[src/design/csd_pkg.sv]
`timescale 1ns / 1ps
// Shared types and constants for the contextual self-dissimilarity scorer.
// No dependencies; every other design file uses it by scoped names.
package csd_pkg;

  // Configuration register indexes
  localparam logic [2:0] CFG_PATCH_RADIUS  = 3'd0;
  localparam logic [2:0] CFG_SEARCH_RADIUS = 3'd1;
  localparam logic [2:0] CFG_KNN           = 3'd2;
  localparam logic [2:0] CFG_IMAGE_WIDTH   = 3'd3;
  localparam logic [2:0] CFG_IMAGE_HEIGHT  = 3'd4;

  // Reset values of the registers
  localparam logic [2:0]  RST_PATCH_RADIUS  = 3'd3;
  localparam logic [3:0]  RST_SEARCH_RADIUS = 4'd5;
  localparam logic [3:0]  RST_KNN           = 4'd4;
  localparam logic [10:0] RST_IMAGE_WIDTH   = 11'd640;
  localparam logic [10:0] RST_IMAGE_HEIGHT  = 11'd480;

  // Position counters never exceed this
  localparam int COUNT_LIMIT = 1024;

  typedef struct packed {
    logic [7:0] pixel_value;
    logic       frame_start;
  } pix_in_t;

  typedef struct packed {
    logic [9:0]  center_col;
    logic [9:0]  center_row;
    logic [23:0] saliency;
    logic        frame_last;
  } result_t;

  // Clamped working configuration
  typedef struct packed {
    logic [3:0]  pr;
    logic [4:0]  sr;
    logic [4:0]  k;
    logic [10:0] weff;
    logic [10:0] heff;
  } cfg_eff_t;

  // Line store write from the front end
  typedef struct packed {
    logic       en;
    logic [5:0] ring_row;
    logic [9:0] col;
    logic [7:0] data;
  } line_wr_t;

  // One centre to score
  typedef struct packed {
    logic [9:0] cx;
    logic [9:0] cy;
    logic [5:0] crow;
    logic       last;
  } job_t;

  typedef enum logic [2:0] {
    B_IDLE,
    B_RUN,
    B_DRAIN,
    B_SUM,
    B_DIV,
    B_OUT
  } back_state_t;

endpackage

[src/design/csd_fifo.sv]
`timescale 1ns / 1ps
// Two-entry queue of centre jobs between front and back end.
// Depends on csd_pkg.
module csd_fifo (
  input  logic           clk,
  input  logic           rst,
  input  logic           push,
  input  csd_pkg::job_t  push_data,
  input  logic           pop,
  output csd_pkg::job_t  head,
  output logic           empty
);

  csd_pkg::job_t entries [2];
  logic       wp;
  logic       rp;
  logic [1:0] count;

  assign empty = (count == 2'd0);
  assign head  = entries[rp];

  always_ff @(posedge clk) begin
    if (push && count != 2'd2) entries[wp] <= push_data;
  end

  always_ff @(posedge clk) begin
    if (rst) begin
      wp    <= 1'b0;
      rp    <= 1'b0;
      count <= 2'd0;
    end else begin
      if (push && count != 2'd2) wp <= ~wp;
      if (pop && !empty) rp <= ~rp;
      count <= count + 2'((push && count != 2'd2) ? 1 : 0) - 2'((pop && !empty) ? 1 : 0);
    end
  end

endmodule

[config.mk]
export PLATFORM = sky130hd
export DESIGN_NAME = csd_fifo
export DESIGN_NICKNAME = d
export VERILOG_FILES = /design/src/design/csd_pkg.sv /design/src/design/csd_fifo.sv
export SDC_FILE = /design/constraint.sdc
export NUM_CORES = 1
export LEC_CHECK = 0
export ABC_AREA = 1
export BUFFER_PORTS_ARGS = -buffer_cell sky130_fd_sc_hd__buf_4
export CORE_UTILIZATION = 37
export DETAILED_ROUTE_END_ITERATION = 10
export SKIP_CTS_REPAIR_TIMING = 1
export SKIP_LAST_GASP = 1
export SLEW_MARGIN = 25
export SYNTH_ARGS = -nofsm -noshare
export SYNTH_HDL_FRONTEND = slang
export SYNTH_SLANG_ARGS = --single-unit
[constraint.sdc]
create_clock -name clk -period 1.98 [get_ports clk]
set_input_delay 0.396 -clock clk [delete_from_list [all_inputs] [get_ports clk]]
set_output_delay 0.396 -clock clk [all_outputs]
set_load 0.02 [all_outputs]
==> impl_results.md, run 1 <==
- VDD IR max: between 0.6 and 0.7 mV
- Vias: between 1k and 1.5k
- Pleak: between 0.001 and 0.0015 uW
- Actual slew at the worst max-slew pin: between 0.4 and 0.5 ns
- Worst-skew pair later-pin latency: 0.32 ns
- Top-level port count: 59
- Final setup vio count: 0
- FMAX: roughly 520 MHz
- TritonCTS clock tree: yes
- Syn nets: 154
- First-pass GRT wire length: 5880 um
- # clock sinks: 59
- RSZ-0062 raised after global routing: false
- R2r startpoint: count[0]
- Clock skew: approximately 0.0046 ns
- Antenna violations before repair: 0
- Nets: around 220
- Final Hold Viols: 0
- Max-Cap Viols: 0
- Core Area: approximately 6000 sq um
- Routed length per instance: approximately 14 um
- Drt initial violations: 51
- Result of the run: completed
- Horiz. Die Dim: around 81 um
- Antenna Violating Nets Remaining: 0
- Startpoint types: register
- Final Instance Area: around 3000 sq um
- DP HPWL: ~2800 um
- Critical path capture point type: output port
- # diodes: 0
- Largest net degree at the start of global routing: 23
- Syn. warnings: 0
- Setup TNS: 0 ns
- End of the critical path: head[26]
- Vias in the first global route: around 1.3k
- Reg2Reg Setup Slack: roughly 0.41 ns
- # port buffers: a little under 60
- Clock buffer depth: 2
- Vias/cell: 4.63
- RePlAce Congestion: slightly below 0.8
- Max FO, Critical Path: 22
- Die Ht: slightly above 80 um
- Reg clk slew, reported paths: approximately 0.060 ns
- All-layer global routing usage: between 10% and 20%
- Rows: 28
- Mapped Area: between 2000 and 2500 sq um
- Sequential share of the synthesized area: approximately 75%
- Yosys cell types: 12
- Syn avg cell area: between 15 and 20 sq um
- CP arrival: ~1.5 ns
- Worst slew margin: approximately two thirds
- Starting Density: about 39%
- Final Slew Violations: 0
- Kind of critical path: reg2out
- Total Routed Length: slightly below 4000 um
- Crit path time final: about 1.9 ns
- Clock Tree Root: clkbuf_8
- CP required: about 1.6 ns
- Full die area: about 6500 sq um
- Final period util: between 90% and 100%
- Post-synthesis cell count: 121
- Area after DPL: 2850 sq um
- Num CTS Buffers: 9
- Pwr/cell area: approximately 1300 nW/um^2
- Layout cells sized above 1: 52.6%
- Final cell utilization of the core: between 50% and 60%
- Register bit total from synthesis: between 50 and 60
- H-tree depth: 3
- Global route overflow: 0
- Worst hold path class: in2reg
- P&R area growth vs syn: 32.9%
- Reg2reg path depth: 10
- # DRC: 0
- TritonRoute pass-1 iters: 4
- R2R Path End: count[1]
## report_power, final
group / total, uW / switching [uW] / internal, uW
logic: 1220 / 619 / 605
registers: 1660 / 79.2 / 1580
clock network: 1120 / 434 / 690
## sequential cells by signal (all words and copies together), names as in the netlist, named ones only
signal,cells
entries,54
wp,1
rp,1
count,2
## per-stage QoR
step	setup slack, ns	hold WS (ns)	std cells	total power [uW]
after floorplan	0.325	0.467	121	2490
after detailed placement	0.397	0.512	255	2930
after CTS	0.0570	0.213	271	4050
after global routing	0.0000168	0.202	271	4200
final	0.0668	0.225	271	4010
after global placement	0.438	0.497	255	2890
## cell type report
class | instances | area [sq um]
Sequential cell | 59 | 1720
Inverter | 8 | 30.0
Multi-Input combinational cell | 51 | 495
Tap cell | 75 | 93.8
Clock inverter | 7 | 82.6
Clock buffer | 9 | 124
Timing Repair Buffer | 62 | 503
Fill cell | 532 | 2900
## cells by family after synthesis
logic type,count (synthesis),share of synthesized area (%)
DFF,59,75.0
muxes,27,16.5
and+or+nand+nor,20,3.43
buffers and inverters,11,3.54
AOI/OAI and AO/OA,2,0.436
adders and majority gates,2,1.09
## cells in the mapped netlist, drive strengths merged
cell type	n	area, sq um
edfxtp	54	1620
inv	8	30.0
nand3	3	15.0
mux2	27	379
buf	3	51.3
dfxtp	5	100
a21oi	2	10.0
ha	2	25.0
nor2	9	33.8
nand2	8	30.0
## worst min path at each step
stage                     to  slack, ns  startpoint  depth (start not counted)
floorplan           count[0]       0.47         rst                          1
global placement          rp       0.50          rp                          2
detailed placement        rp       0.51          rp                          2
CTS                 count[0]       0.21         rst                          2
global route        count[0]       0.20         rst                          2
finish              count[0]       0.22         rst                          2
## routing by layer
| metal | wire (um) | global-route usage (%) | share of wire [%] | up-vias |
|---|---|---|---|---|
| li1 | - | - | - | 585 |
| met5 | 0 | 0 | 0 | - |
| met3 | 276 | 6.29 | 7.0 | 13 |
| met4 | 108 | 8.21 | 2.8 | 0 |
| met2 | 2000 | 22.1 | 51 | 53 |
| met1 | 1530 | 13.4 | 39 | 604 |
## critical path, cell delays in order, from the launching register on
cell and delay, ns:
dfxtp_2 0.43, buf_12 0.23, mux2_2 0.36, buf_4 0.16
## layout by cell type (no fill, tap or decap)
cell type   Yosys  layout
dfxtp_1         5       4
nand2_1         8       8
a21oi_1         2       2
buf_12          2       3
clkbuf_8        0       9
clkinvlp_4      0       1
bufinv_16       0       2
nand3_1         3       3
ha_1            2       2
nor2_1          9       8
inv_1           8       8
clkinv_1        0       4
nor2_2          0       1
edfxtp_1       54      54
dfxtp_2         0       1
buf_4           0      59
mux2_4         20      20
mux2_2          7       7
(Power assumes the default switching activity.)
==> run 2: changes to the inputs <==
Settings changed: ABC_AREA 1 to 0.
==> impl_results.md, run 2 <==
- P&R area growth vs syn: 34.2%
- Crit path time final: roughly 1.8 ns
- Vias: between 1k and 1.5k
- Max FFs per register: 54
- DP Cell Count: 245
- Startpoint types: register
- Leading cell type in the layout, fill and taps excluded: buf_4
- CP Buf/Inv Count: 2
- CP required: between 1.5 and 2 ns
- Crit-path max cell delay: between 0.3 and 0.4 ns
- Num CTS Buffers: 9
- Post-Layout Cell Count: 261
- # port buffers: a little under 60
- Critical path capture point type: output port
- Layout fillers: a little over 500
- Setup TNS: 0 ns
- Antenna Violating Nets Remaining: 0
- RSZ-0062 raised after global routing: false
- Global route overflow: 0
- DP HPWL: 2580 um
- Total Routed Length: between 3000 and 4000 um
- Post-synthesis cell count: roughly 110
- # clock sinks: 59
- Crit path max-delay cell type: mux2_1
- TritonCTS clock tree: yes
- RePlAce Congestion: 0.661
- Top Registers: entries x54, count x2
- Pleak: 0.00121 uW
- Vias in the first global route: 1210
- Syn avg cell area: between 20 and 25 sq um
- Crit-path cells: buf_4 > mux2_1 > buf_4
- Vias/cell: roughly 4.5
- Main synth FF type: edfxtp_1
- Horiz. Die Dim: roughly 80 um
- Top cell type's share of synthesized area: between 70% and 80%
- CP arrival: between 1 and 1.5 ns
- Register area: 1720 sq um
- H-tree depth: 3
- Clock buffer depth: 2
- Syn nets: between 100 and 150
- Result of the run: completed
- Final setup vio count: 0
- Drt initial violations: 29
- # DRC: 0
- Actual slew at the worst max-slew pin: between 0.2 and 0.25 ns
- Sequential share of the synthesized area: between 70% and 80%
- Multi-input gate area: 512 sq um
- VDD IR max: 0.861 mV
- Top delay family on crit path: buffers and inverters
- Most used cell, CP: buf_4
- FMAX: about 540 MHz
- Final Instance Area: between 3000 and 4000 sq um
- Post-synth EDFFs: 54
- First-pass GRT wire length: 5660 um
- Routed length per instance: roughly 15 um
- Max-Cap Viols: 0
- Max FO, Critical Path: 14
- Top reg by flops: entries
- Worst slew margin: between 80 and 90%
- Largest net degree at the start of global routing: 15
- Mapped Area: 2270 sq um
- Full die area: ~6500 sq um
- Kind of critical path: reg2out
- Top-level port count: 59
- Most frequent cells in the layout: 64 x buf_4, 54 x edfxtp_1, 21 x mux2_4, 9 x clkbuf_8, 7 x mux2_1
- Final Hold Viols: 0
- Nets: 214
- Cell with the most instances after synthesis: edfxtp_1
- Starting Density: 38.4%
- Worst hold path class: in2reg
- Worst-skew pair later-pin latency: approximately 0.33 ns
- Yosys cell types: 14
- Pwr/cell area: roughly 1300 nW/um^2
- Cell taking the most area after synthesis: edfxtp_1
- Core Area: approximately 5900 sq um
- Total Power: slightly above 4000 uW
- Clock skew: 0.00521 ns
- Clock Tree Root: clkbuf_8
- Rows: 28
- Register bit total from synthesis: between 50 and 60
- Reg clk slew, reported paths: roughly 0.07 ns
- # diodes: 0
- All-layer global routing usage: 12.8%
- Post-synth top cells: 54 x edfxtp_1, 21 x mux2_4, 8 x nor2_1, 7 x mux2_1, 5 x dfxtp_1
- Area contributors post-synth: edfxtp_1 71%, mux2_4 14%, dfxtp_1 4.4%
- Asr flop ratio synth: 0%
- Die Ht: ~80 um
- TritonRoute pass-1 iters: 2
- Layout cells sized above 1: 55.9%
- Final period util: a little over 90%
- Final Slew Violations: 0
- Antenna violations before repair: 0
- Syn. warnings: 0
- Area after DPL: 2820 sq um
[run 2: final timing paths]
check                from            end  slack, ns  depth (start not counted)
max              register        head[3]       0.14                          3
min          push_data[8]  entries[1][8]       0.25                          1
max reg2reg      count[1]       count[1]       0.29                          8
min reg2reg            rp             rp       0.54                          2
[run 2: layout make-up]
type	instances	share of cell area (%)
sequential	59	56.5
timing repair buffer	64	15.8
multi-input combinational	44	16.8
tap	75	3.08
clock buffer	9	4.06
clock inverter	7	3.49
inverter	3	0.369
[run 2: through the flow]
step	worst slack, ns	hold slack [ns]	util (%)
2_1_floorplan	-0.0574	0.468	-
3_3_place_gp	0.421	0.505	47.6
3_5_place_dp	0.281	0.537	47.6
4_1_cts	0.0984	0.225	51.5
5_1_grt	0.0646	0.221	51.5
6_report	0.142	0.251	51.5
[run 2: worst reg2reg max path: stages (launching register included)]
cell	delay (ns)
dfxtp_1	0.41
inv_2	0.07
o21ai_4	0.21
ha_1	0.26
inv_1	0.06
ha_1	0.16
xor2_1	0.21
xnor2_1	0.15
nor2_1	0.06
[run 2: cell families (layout without fill, tap and decap cells)]
| kind of cell | after synthesis | in the layout | share of synthesized area (%) |
|---|---|---|---|
| flops | 59 | 59 | 75.7 |
| mux | 28 | 28 | 17.3 |
| simple gates | 9 | 9 | 1.60 |
| buf+inv | 6 | 83 | 1.98 |
| xor+xnor | 3 | 3 | 1.16 |
| fa+ha+maj | 2 | 2 | 1.10 |
| compound gates | 2 | 2 | 1.10 |
[run 2: report_power, final]
part | switching, uW | internal, uW
registers | 65.8 | 1570
clock network | 446 | 820
logic | 606 | 596
total | 1120 | 2990
[run 2: routing by layer]
metal	GRT usage [%]	share of wire, %
met4	8.04	2.4
met5	0	0
met1	13.4	40
met2	20.9	51
met3	5.57	6.5
