===== config.mk =====
export PLATFORM = sky130hd
export DESIGN_NAME = csd_front
export DESIGN_NICKNAME = d
export VERILOG_FILES = /design/src/design/csd_pkg.sv /design/src/design/csd_front.sv
export SDC_FILE = /design/constraint.sdc
export NUM_CORES = 1
export LEC_CHECK = 0
export BUFFER_PORTS_ARGS = -buffer_cell sky130_fd_sc_hd__buf_2
export CAP_MARGIN = 30
export CORE_MARGIN = 1
export CORE_UTILIZATION = 58
export CTS_CLUSTER_SIZE = 40
export DETAILED_ROUTE_END_ITERATION = 6
export PLACE_DENSITY_LB_ADDON = 0.3
export SLEW_MARGIN = 25
export SYNTH_ARGS = -nofsm -noshare
export SYNTH_HDL_FRONTEND = slang
export SYNTH_SLANG_ARGS = --single-unit

===== constraint.sdc =====
create_clock -name clk -period 11.67 [get_ports clk]
set_input_delay 2.334 -clock clk [delete_from_list [all_inputs] [get_ports clk]]
set_output_delay 2.334 -clock clk [all_outputs]
set_load 0.05 [all_outputs]

===== src/design/csd_pkg.sv =====
`timescale 1ns / 1ps
// Shared types and constants for the contextual self-dissimilarity scorer.
// No dependencies; every other design file uses it by scoped names.
package csd_pkg;

  // Configuration register indexes
  localparam logic [2:0] CFG_PATCH_RADIUS  = 3'd0;
  localparam logic [2:0] CFG_SEARCH_RADIUS = 3'd1;
  localparam logic [2:0] CFG_KNN           = 3'd2;
  localparam logic [2:0] CFG_IMAGE_WIDTH   = 3'd3;
  localparam logic [2:0] CFG_IMAGE_HEIGHT  = 3'd4;

  // Reset values of the registers
  localparam logic [2:0]  RST_PATCH_RADIUS  = 3'd3;
  localparam logic [3:0]  RST_SEARCH_RADIUS = 4'd5;
  localparam logic [3:0]  RST_KNN           = 4'd4;
  localparam logic [10:0] RST_IMAGE_WIDTH   = 11'd640;
  localparam logic [10:0] RST_IMAGE_HEIGHT  = 11'd480;

  // Position counters never exceed this
  localparam int COUNT_LIMIT = 1024;

  typedef struct packed {
    logic [7:0] pixel_value;
    logic       frame_start;
  } pix_in_t;

  typedef struct packed {
    logic [9:0]  center_col;
    logic [9:0]  center_row;
    logic [23:0] saliency;
    logic        frame_last;
  } result_t;

  // Clamped working configuration
  typedef struct packed {
    logic [3:0]  pr;
    logic [4:0]  sr;
    logic [4:0]  k;
    logic [10:0] weff;
    logic [10:0] heff;
  } cfg_eff_t;

  // Line store write from the front end
  typedef struct packed {
    logic       en;
    logic [5:0] ring_row;
    logic [9:0] col;
    logic [7:0] data;
  } line_wr_t;

  // One centre to score
  typedef struct packed {
    logic [9:0] cx;
    logic [9:0] cy;
    logic [5:0] crow;
    logic       last;
  } job_t;

  typedef enum logic [2:0] {
    B_IDLE,
    B_RUN,
    B_DRAIN,
    B_SUM,
    B_DIV,
    B_OUT
  } back_state_t;

endpackage


===== src/design/csd_front.sv =====
`timescale 1ns / 1ps
// Front end: raster position tracking, line store writes, interior test.
// Depends on csd_pkg.
module csd_front #(
  parameter int RING_ROWS = 25
) (
  input  logic               clk,
  input  logic               rst,
  input  logic               in_valid,
  output logic               in_ready,
  input  csd_pkg::pix_in_t   in_data,
  input  csd_pkg::cfg_eff_t  cfg,
  input  logic               can_take,
  output csd_pkg::line_wr_t  wr,
  output logic               push,
  output csd_pkg::job_t      job
);

  logic [9:0]  col_count;
  logic [9:0]  row_count;
  logic [5:0]  wrow;
  logic [9:0]  col_count_next;
  logic [9:0]  row_count_next;
  logic [5:0]  wrow_next;

  logic        accept;
  logic [10:0] c0, r0, r1, r2, cn, rn;
  logic [10:0] c1;
  logic [5:0]  w0, w1, w2, wn;
  logic [5:0]  border;
  logic [6:0]  border2;
  logic        interior;

  assign in_ready = can_take;
  assign accept   = in_valid && in_ready;
  assign border   = 6'(cfg.pr) + 6'(cfg.sr);
  assign border2  = {border, 1'b0};

  function automatic logic [5:0] ring_inc(input logic [5:0] w);
    logic [5:0] r;
    if (w == 6'(RING_ROWS - 1)) r = 6'd0;
    else r = w + 6'd1;
    return r;
  endfunction

  always_comb begin
    c0 = in_data.frame_start ? 11'd0 : {1'b0, col_count};
    r0 = in_data.frame_start ? 11'd0 : {1'b0, row_count};
    w0 = in_data.frame_start ? 6'd0 : wrow;
    if (c0 >= cfg.weff) begin
      c1 = 11'd0;
      r1 = r0 + 11'd1;
      w1 = ring_inc(w0);
    end else begin
      c1 = c0;
      r1 = r0;
      w1 = w0;
    end
    if (r1 >= cfg.heff) begin
      r2 = 11'd0;
      w2 = 6'd0;
    end else begin
      r2 = r1;
      w2 = w1;
    end
    cn = c1 + 11'd1;
    rn = r2;
    wn = w2;
    if (cn >= cfg.weff) begin
      cn = 11'd0;
      rn = r2 + 11'd1;
      wn = ring_inc(w2);
      if (rn >= cfg.heff) begin
        rn = 11'd0;
        wn = 6'd0;
      end
    end
    col_count_next = 10'(cn);
    row_count_next = 10'(rn);
    wrow_next      = wn;
  end

  assign interior = (r2 >= 11'(border2)) && (c1 >= 11'(border2));

  always_comb begin
    wr.en       = accept;
    wr.ring_row = w2;
    wr.col      = 10'(c1);
    wr.data     = in_data.pixel_value;
    push        = accept && interior;
    job.cx      = 10'(c1 - 11'(border));
    job.cy      = 10'(r2 - 11'(border));
    job.crow    = (w2 >= border) ? (w2 - border) : (w2 + 6'(RING_ROWS) - border);
    job.last    = (r2 + 11'd1 == cfg.heff) && (c1 + 11'd1 == cfg.weff);
  end

  always_ff @(posedge clk) begin
    if (rst) begin
      col_count <= '0;
      row_count <= '0;
      wrow      <= '0;
    end else if (accept) begin
      col_count <= col_count_next;
      row_count <= row_count_next;
      wrow      <= wrow_next;
    end
  end

endmodule


==> results of run 1 <==
## per-layer routing
layer | wire, µm | up-vias
li1 | - | 2504
met1 | 5860 | 2438
met2 | 6780 | 198
met3 | 831 | 38
met4 | 505 | 0
met5 | 0 | -
## cell usage after synthesis (5+ instances only)
cell and instances:
a211oi_1 12, a21o_1 22, a21oi_1 34, a22oi_1 12, and2_1 10, buf_4 10, clkbuf_1 15, dfxtp_1 26
fa_1 6, ha_1 92, inv_1 67, mux2_2 5, mux2i_1 6, nand2_1 42, nand2b_1 6, nand3_1 23
nand4_1 15, nor2_1 58, nor2b_1 22, nor3_1 14, nor4_1 7, o211ai_1 5, o21a_1 5, o21ai_0 18
o21bai_1 6, xnor2_1 27, xor2_1 20
## layout make-up
| cell class | count | area share [%] |
|---|---|---|
| clock buffer | 3 | 0.732 |
| inverter | 67 | 4.46 |
| tap | 105 | 2.33 |
| sequential | 26 | 9.23 |
| multi-input combinational | 535 | 73.3 |
| timing repair buffer | 102 | 9.99 |
## flip-flops by register name, indices dropped and copies added, names as in the netlist
name / count
wrow: 6
col_count: 10
row_count: 10
## per-stage QoR
step           power [mW]  TNS (ps)  cell area [µm²]
3_5_place_dp        0.326         0             5600
3_3_place_gp        0.320         0             5600
2_1_floorplan       0.280      -628             5070
5_1_grt             0.401         0             5640
6_report            0.376         0             5640
4_1_cts             0.377         0             5640
## layout by cell type, fill, tap and decap left out, drive strengths merged, types with 12 or more instances in the layout
| cell | count |
|---|---|
| inv | 67 |
| a22oi | 12 |
| nand2 | 43 |
| xor2 | 20 |
| a21o | 22 |
| nand3 | 23 |
| buf | 102 |
| ha | 92 |
| nor3 | 15 |
| nor2 | 59 |
| dfxtp | 26 |
| xnor2 | 29 |
| a211oi | 13 |
| o21ai | 19 |
| a21oi | 36 |
| nand4 | 15 |
| nor2b | 22 |
## cell families after synthesis
kind of cell | after synthesis
mux | 11
buf+inv | 100
xor+xnor | 49
fa+ha+maj | 98
flops | 26
simple gates | 221
compound gates | 156
## critical path: cells and delay by family
kind            cells  cell delay [ps]
xor+xnor            1              150
buf+inv             7             1080
fa+ha+maj           4              990
simple gates       10             2070
compound gates      8             2040
## worst min path at each step
| stage | end | slack [ps] | from | cells past startpoint |
|---|---|---|---|---|
| finish | col_count[1] | 490 | col_count[1] | 2 |
| global route | col_count[5] | 510 | col_count[5] | 2 |
| CTS | col_count[1] | 480 | col_count[1] | 2 |
| detailed placement | col_count[1] | 470 | col_count[1] | 2 |
| global placement | col_count[1] | 450 | col_count[1] | 2 |
| floorplan | col_count[5] | 440 | col_count[5] | 2 |
## power breakdown
part	total, mW	leakage (nW)	switching, mW	internal, mW
sequential	0.0918	0.210	0.00175	0.0900
combinational	0.234	2.73	0.162	0.0718
clock	0.0509	0.0216	0.0277	0.0231
total	0.376	2.96	0.191	0.185
==> impl_results.md, run 1 <==
* Final #Nets at 882
* Syn Nets at 808
* CTS Buf Count at 3
* Post-CTS sizing at 0
* Antenna cells at 0
* Unrepaired setup endpoints after global routing: false
* R2R Setup Slk at 4330 ps
* Crit-path max cell delay at 610 ps
* EDFF count, synth at 0
* Vias post-DR at 5178
* Final GP Congestion at 0.973
* Io pins at 103
* Die height at 95.4 µm
* Fin. Hold Viols at 0
* Clock slew at reported path FFs at 90 ps
* DR WL/cell at 16.7 µm
* Mean Syn Cell Area at 7.66 µm²
* CTS tree: done
* Complex-gate fraction of the synthesized area at 22.3%
* Period utilization at 94.3%
* Type of origin of the critical path: primary input
* Fill count at 749
* Reg2Reg Depth at 27
* Die area at 0.00911 mm²
* Total gr overflow at 0
* I/O Buffers at 81
* Peak VDD IR at 46.8 µV
* Number of max-cap violations at 0
* Storage cell area at 520 µm²
* Row count at 33
* WS Path Type: primary input to output pin
* Post-synthesis mux area share at 2.30%
* Initial antenna violation count at 1
* Met2 usage at 54.8%
* Tightest Pin Transition at 737 ps
* Vias per cell at 6.18
* CTS Hold Bufs at 0
* Via count of the first global-routing pass at 4814
* Top Usage Layer GRT: met2
* M3 GR Usage at 2.07%
* Top cells by area, synth: ha_1 23%, dfxtp_1 10%, inv_1 5.0%
* Final setup violation count at 0
* RR Endpoint: wrow[0]
* Hold WS at 489 ps
* RR Startpoint: col_count[0]
* Cell mode on critical path: inv_1
* Crit Path Max Fanout at 13
* CTS Buffer Depth at 2
* Worst path slowest cell: or4_1
* Class of the worst hold path: flop to flop
* CP endpoint kind: output pin
* Chip Width at 95.4 µm
* Post-synth top area cell: ha_1
* Buffer count from post-CTS setup fixing at 0
* Multi-input logic area at 0.00413 mm²
* Crit path DAT at 8670 ps
* Top cell type's share of synthesized area at 22.7%
* Post-Synthesis Cells at 661
* Max Slew Vio Count at 0
* Flops & latches, synth at 26
* Iter 0 DRT Violations at 445
* Worst Setup EP: job[6]
* FFs w/ async S/R, synth at 0%
* Cell area power density at 66.8 mW/mm²
* Worst Slack Setup Final at 668 ps
* Final wirelength at 14000 µm
* Final HPWL DP at 11500 µm
* Max Freq at 0.0909 GHz
* Clk Latency, worst-skew pair at 270 ps
* GR Util met1 at 38.6%
* Core Region at 0.00834 mm²
* Starting Density at 60.7%
* GRT Overall Usage at 30.9%
* Router iterations before antenna repair at 7
* Area delta synth->final at 11.3%
* Simple-Gate Fraction of Synth Area at 22.8%
* Critical Path Source: in_data[0]
* H-Tree Depth at 1
* Yosys cell types at 73
* Status: completed
* Layout cells sized above 1 at 18.0%
* Synthesized cell area at 0.00506 mm²
* Placed Cells at 835
* DRC Markers at 0
* Largest family of logic cells by synthesized area: adder cells
* Top_reg_cell synth: dfxtp_1
* Final Instance Count excl. Fillers at 838
* P_leak at 2.96 nW
* Worst-case headroom to the max-slew limit at 50.7%
* First-pass GRT wire length at 22200 µm
* Root buffer cell: clkbuf_8
* Register area share after synthesis at 10.3%
* Total number of yosys warnings at 0
* Largest net degree at the start of global routing at 30
* Synth Area in Adders at 25.1%
* Post-Synth XOR/XNOR Area at 8.77%
* Req. time, crit path at 9340 ps
* Antenna viol nets, final at 0
* Worst slack, placed at 826 ps
* Layout Skew at 8.66 ps
* Utilization after layout at 67.6%
* Clock sink total at 26
* Final Critical Period at 11000 ps
Power figures use the tool's default switching activity.
==> run 2, diff against run 1 <==
--- a/config.mk
+++ b/config.mk
@@ -12,6 +12,7 @@
 export CTS_CLUSTER_SIZE = 40
 export DETAILED_ROUTE_END_ITERATION = 6
 export PLACE_DENSITY_LB_ADDON = 0.3
+export RECOVER_POWER = 25
 export SLEW_MARGIN = 25
 export SYNTH_ARGS = -nofsm -noshare
 export SYNTH_HDL_FRONTEND = slang
==> impl_results.md, run 2 (same netlist as run 1, synthesis figures left out) <==
* Type of origin of the critical path: primary input
* Worst path slowest cell: or4_1
* Multi-input logic area at 0.00413 mm²
* Root buffer cell: clkbuf_8
* Crit path DAT at 8650 ps
* Fin. Hold Viols at 0
* Unrepaired setup endpoints after global routing: false
* Crit-path max cell delay at 610 ps
* Final Instance Count excl. Fillers at 838
* P_leak at 2.93 nW
* Status: completed
* WS Path Type: primary input to output pin
* Largest net degree at the start of global routing at 30
* Period utilization at 94.1%
* Initial antenna violation count at 1
* I/O Buffers at 81
* Die area at 0.00911 mm²
* Layout Skew at 8.99 ps
* CTS Buffer Depth at 2
* Row count at 33
* Total gr overflow at 0
* Post-CTS sizing at 0
* Via count of the first global-routing pass at 4814
* Number of max-cap violations at 0
* CTS tree: done
* Tot Pwr at 0.377 mW
* Tightest Pin Transition at 1010 ps
* Cell area power density at 67.0 mW/mm²
* Clock slew at reported path FFs at 90 ps
* Router iterations before antenna repair at 5
* GRT Overall Usage at 30.9%
* Die height at 95.4 µm
* Worst-case headroom to the max-slew limit at 32.4%
* Setup TNS at 0 ps
* Peak VDD IR at 46.8 µV
* Vias per cell at 6.15
* Buffer count from post-CTS setup fixing at 0
* Most common cell after layout, fill and taps aside: ha_1
* Core Region at 0.00834 mm²
* DRC Markers at 0
* DR WL/cell at 16.7 µm
* Fill count at 753
* Clock sink total at 26
* Worst Path Buf+Inv at 7
* CP endpoint kind: output pin
* First-pass GRT wire length at 22200 µm
* Req. time, crit path at 9340 ps
* Starting Density at 60.7%
* CTS Hold Bufs at 0
* Final GP Congestion at 0.973
* Regs by FF count: col_count (10), row_count (10), wrow (6)
* Max Freq at 0.0911 GHz
* Layout cells sized above 1 at 16.8%
* Iter 0 DRT Violations at 360
* Io pins at 103
* Crit Path Max Fanout at 13
* Antenna viol nets, final at 0
* Final wirelength at 14000 µm
* Cell mode on critical path: inv_1
* Antenna cells at 0
* Max Slew Vio Count at 0
* Area delta synth->final at 11.0%
* Clk Latency, worst-skew pair at 270 ps
* H-Tree Depth at 1
* Final #Nets at 882
* Final Critical Period at 10980 ps
* Storage cell area at 520 µm²
* CTS Buf Count at 3
* Chip Width at 95.4 µm
* Family with the most delay on the worst path: simple AND/OR/NAND/NOR gates
* Class of the worst hold path: flop to flop
* Most frequent cells in the layout: 92 x ha_1, 74 x buf_2, 67 x inv_1, 58 x nor2_1, 42 x nand2_1
* Final setup violation count at 0
* Final HPWL DP at 11500 µm
* Placed Cells at 835
* Vias post-DR at 5155
[run 2: cell types whose count changed in the layout (fill, tap and decap cells not counted)]
| cell | change |
|---|---|
| clkbuf_1 | +8 |
| buf_2 | -7 |
| and2_0 | +1 |
| and2_1 | -1 |
| buf_4 | -1 |
| nor3_1 | +1 |
| nor3_2 | -1 |
[run 2: worst paths after layout]
path / from / endpoint / slack (ps) / cells after the start
setup reg to reg: col_count[0] / wrow[0] / 4330 / 27
setup / recovery: in_data[0] / job[6] / 690 / 30
hold reg to reg: col_count[1] / col_count[1] / 480 / 2
hold / removal: col_count[1] / col_count[1] / 480 / 2
[run 2: stage by stage]
step | hold slack [ps] | worst slack, ps | instance area [µm²] | util [%]
finish | 483 | 690 | 5620 | 67.4
floorplan | 441 | -285 | 5070 | -
detailed placement | 471 | 826 | 5600 | 67.1
global route | 512 | 235 | 5620 | 67.4
CTS | 484 | 750 | 5640 | 67.6
global placement | 453 | 926 | 5600 | 67.1
[run 2: worst reg2reg max path, stage by stage, from the launching register on]
cell and delay, ps:
dfxtp_1 430, nand2_1 90, ha_1 270, nand2b_1 180
a2111oi_4 470, nor4_4 130, nor2_1 470, o21ai_0 290
ha_1 340, a211o_1 270, a2111oi_2 470, o21a_1 210
and2_1 280, ha_1 290, nand2_1 110, nor4_4 190
and3_1 310, xnor2_1 160, ha_1 270, nand4_1 170
nor3_1 80, buf_4 160, a211oi_1 200, o211ai_1 330
or2_2 450, nor3_1 330, mux2i_1 130, a21oi_1 160
[run 2: report_power, final]
part           total (mW)  switching [mW]  internal [mW]  leakage, nW
clock network      0.0510          0.0279         0.0231       0.0216
logic               0.234           0.162         0.0716         2.69
registers          0.0918         0.00177         0.0900        0.210
[run 2: cell type report]
cell class | count | share of cell area [%]
Multi-Input combinational cell | 535 | 73.4
Sequential cell | 26 | 9.26
Inverter | 67 | 4.47
Tap cell | 105 | 2.34
Timing Repair Buffer | 102 | 9.80
Clock buffer | 3 | 0.735
[run 2: metal layers]
layer | vias up | share of wire (%) | global-route usage (%)
li1 | 2501 | - | -
met1 | 2428 | 42 | 38.6
met2 | 191 | 48 | 54.8
met3 | 35 | 5.9 | 2.07
met4 | 0 | 3.4 | 12.9
met5 | - | 0 | 0
==> run 3, diff against run 2 <==
--- a/config.mk
+++ b/config.mk
@@ -6,7 +6,6 @@
 export NUM_CORES = 1
 export LEC_CHECK = 0
 export BUFFER_PORTS_ARGS = -buffer_cell sky130_fd_sc_hd__buf_2
-export CAP_MARGIN = 30
 export CORE_MARGIN = 1
 export CORE_UTILIZATION = 58
 export CTS_CLUSTER_SIZE = 40
==> constraint.sdc (replaced) <==
create_clock -name clk -period 12.43 [get_ports clk]
set_input_delay 2.486 -clock clk [delete_from_list [all_inputs] [get_ports clk]]
set_output_delay 2.486 -clock clk [all_outputs]
set_load 0.02 [all_outputs]
==> impl_results.md, run 3 (same netlist as run 1, synthesis figures left out) <==
* Status: completed
* Crit Path Max Fanout at 31
* Iter 0 DRT Violations at 432
* Final wirelength at 14300 µm
* Final HPWL DP at 11500 µm
* Tightest Pin Transition at 990 ps
* Reg2Reg Depth at 26
* Type of origin of the critical path: primary input
* H-Tree Depth at 1
* Clock slew at reported path FFs at 100 ps
* Unrepaired setup endpoints after global routing: false
* Met3 WL at 971 µm
* Worst Hold End: col_count[5]
* Die height at 95.4 µm
* Regs by FF count: col_count (10), row_count (10), wrow (6)
* Cell depth of the worst hold path at 2
* Row count at 33
* Peak VDD IR at 29.4 µV
* CTS tree: done
* Root buffer cell: clkbuf_8
* Layout cells sized above 1 at 16.9%
* Worst-case headroom to the max-slew limit at 33.5%
* WS Path Type: primary input to output pin
* Final Critical Period at 11880 ps
* Vias post-DR at 5152
* Hold wc startpoint: col_count[5]
* Initial antenna violation count at 0
* Worst Path Buf+Inv at 6
* Antenna viol nets, final at 0
* Clock sink total at 26
* GRT Overall Usage at 31.5%
* DRC Markers at 0
* CTS Hold Bufs at 0
* Met1 Routed Length at 6080 µm
* Starting Density at 60.7%
* Max Slew Vio Count at 0
* Fin. Hold Viols at 0
* Area delta synth->final at 11.3%
* Final GP Congestion at 0.944
* Io pins at 103
* CTS Buffer Depth at 2
* RR Endpoint: row_count[4]
* Chip Width at 95.4 µm
* Final setup violation count at 0
* Final #Nets at 880
* R2R Setup Slk at 4770 ps
* Placed Cells at 833
* Period utilization at 95.6%
* Setup TNS at 0 ps
* Die area at 0.00911 mm²
* P_leak at 2.94 nW
* Routed met2 length at 6630 µm
* CTS Buf Count at 3
* Largest net degree at the start of global routing at 32
* I/O Buffers at 81
* Worst slack, placed at 699 ps
* CP endpoint kind: output pin
* First-pass GRT wire length at 22700 µm
* Finished Cell Area at 0.00563 mm²
* Final Instance Count excl. Fillers at 838
* Cell area power density at 59.3 mW/mm²
* DR WL/cell at 17.0 µm
* Family with the most delay on the worst path: simple AND/OR/NAND/NOR gates
* Cell mode on critical path: inv_1
* Req. time, crit path at 9940 ps
* Max Freq at 0.0842 GHz
* Most common cell after layout, fill and taps aside: ha_1
* Class of the worst hold path: flop to flop
* Buffer count from post-CTS setup fixing at 0
* Most frequent cells in the layout: 92 x ha_1, 78 x buf_2, 67 x inv_1, 58 x nor2_1, 42 x nand2_1
* Vias per cell at 6.15
* Tot Pwr at 0.334 mW
* Worst Slack Setup Final at 552 ps
* Number of max-cap violations at 0
* Worst path slowest cell: nor4_4
* Clk Latency, worst-skew pair at 280 ps
* Top routing layer used: met4
* Crit-path max cell delay at 590 ps
* Layout Skew at 7.50 ps
* DP Area at 0.00558 mm²
* Core Region at 0.00834 mm²
* Router iterations before antenna repair at 5
* Post-CTS sizing at 0
* Crit path DAT at 9390 ps
* Total gr overflow at 0
* Via count of the first global-routing pass at 4874
* RR Startpoint: col_count[7]
## run 3: worst max path at each step
stage               start  endpoint  cells after the start
3_5_place_dp   in_data[0]    job[6]                     29
2_1_floorplan  in_data[0]    job[6]                     30
5_1_grt        in_data[0]    job[6]                     29
6_report       in_data[0]    job[6]                     29
4_1_cts        in_data[0]    job[6]                     29
3_3_place_gp   in_data[0]    job[6]                     29
## run 3: worst register-to-register path: stages (launching register included)
cell and delay, ps:
dfxtp_1 400, nor2b_1 310, ha_1 230, nand4b_4 150
nor4_4 590, nor3_1 190, or2_2 340, ha_1 270
nand2b_1 140, a211o_1 300, a2111oi_2 500, o21a_1 410
and2_1 320, ha_1 280, nand2_1 110, nor4_4 190
and3_1 290, a31o_2 190, ha_1 240, nand4_1 170
nor3_1 80, buf_4 160, a211oi_1 280, o211ai_1 360
or2_2 460, or3_1 350, o32ai_1 260
## run 3: metal layers
layer	GRT usage [%]	up-vias
li1	-	2502
met1	39.1	2373
met2	53.5	230
met3	4.23	47
met4	15.2	0
met5	0	-
## run 3: per-stage QoR
step	utilization [%]	hold slack, ps
6_report	67.6	477
5_1_grt	67.5	508
4_1_cts	67.7	478
3_5_place_dp	66.9	463
3_3_place_gp	66.9	450
2_1_floorplan	-	441
## run 3: area by class of cell
cell class              instances  area (µm²)
diodes                          1        2.50
clock buffers                   3        41.3
repair buffers                100         537
fillers                       696        2710
well taps                     105         131
clock inverters                 1        30.0
flip-flops and latches         26         520
inverters                      67         251
multi-input cells             535        4120
## run 3: where the power goes
group / switching [mW] / total, mW / internal (mW)
Sequential: 0.00170 / 0.0863 / 0.0846
Clock: 0.0299 / 0.0730 / 0.0432
Combinational: 0.107 / 0.175 / 0.0673
Total: 0.139 / 0.334 / 0.195
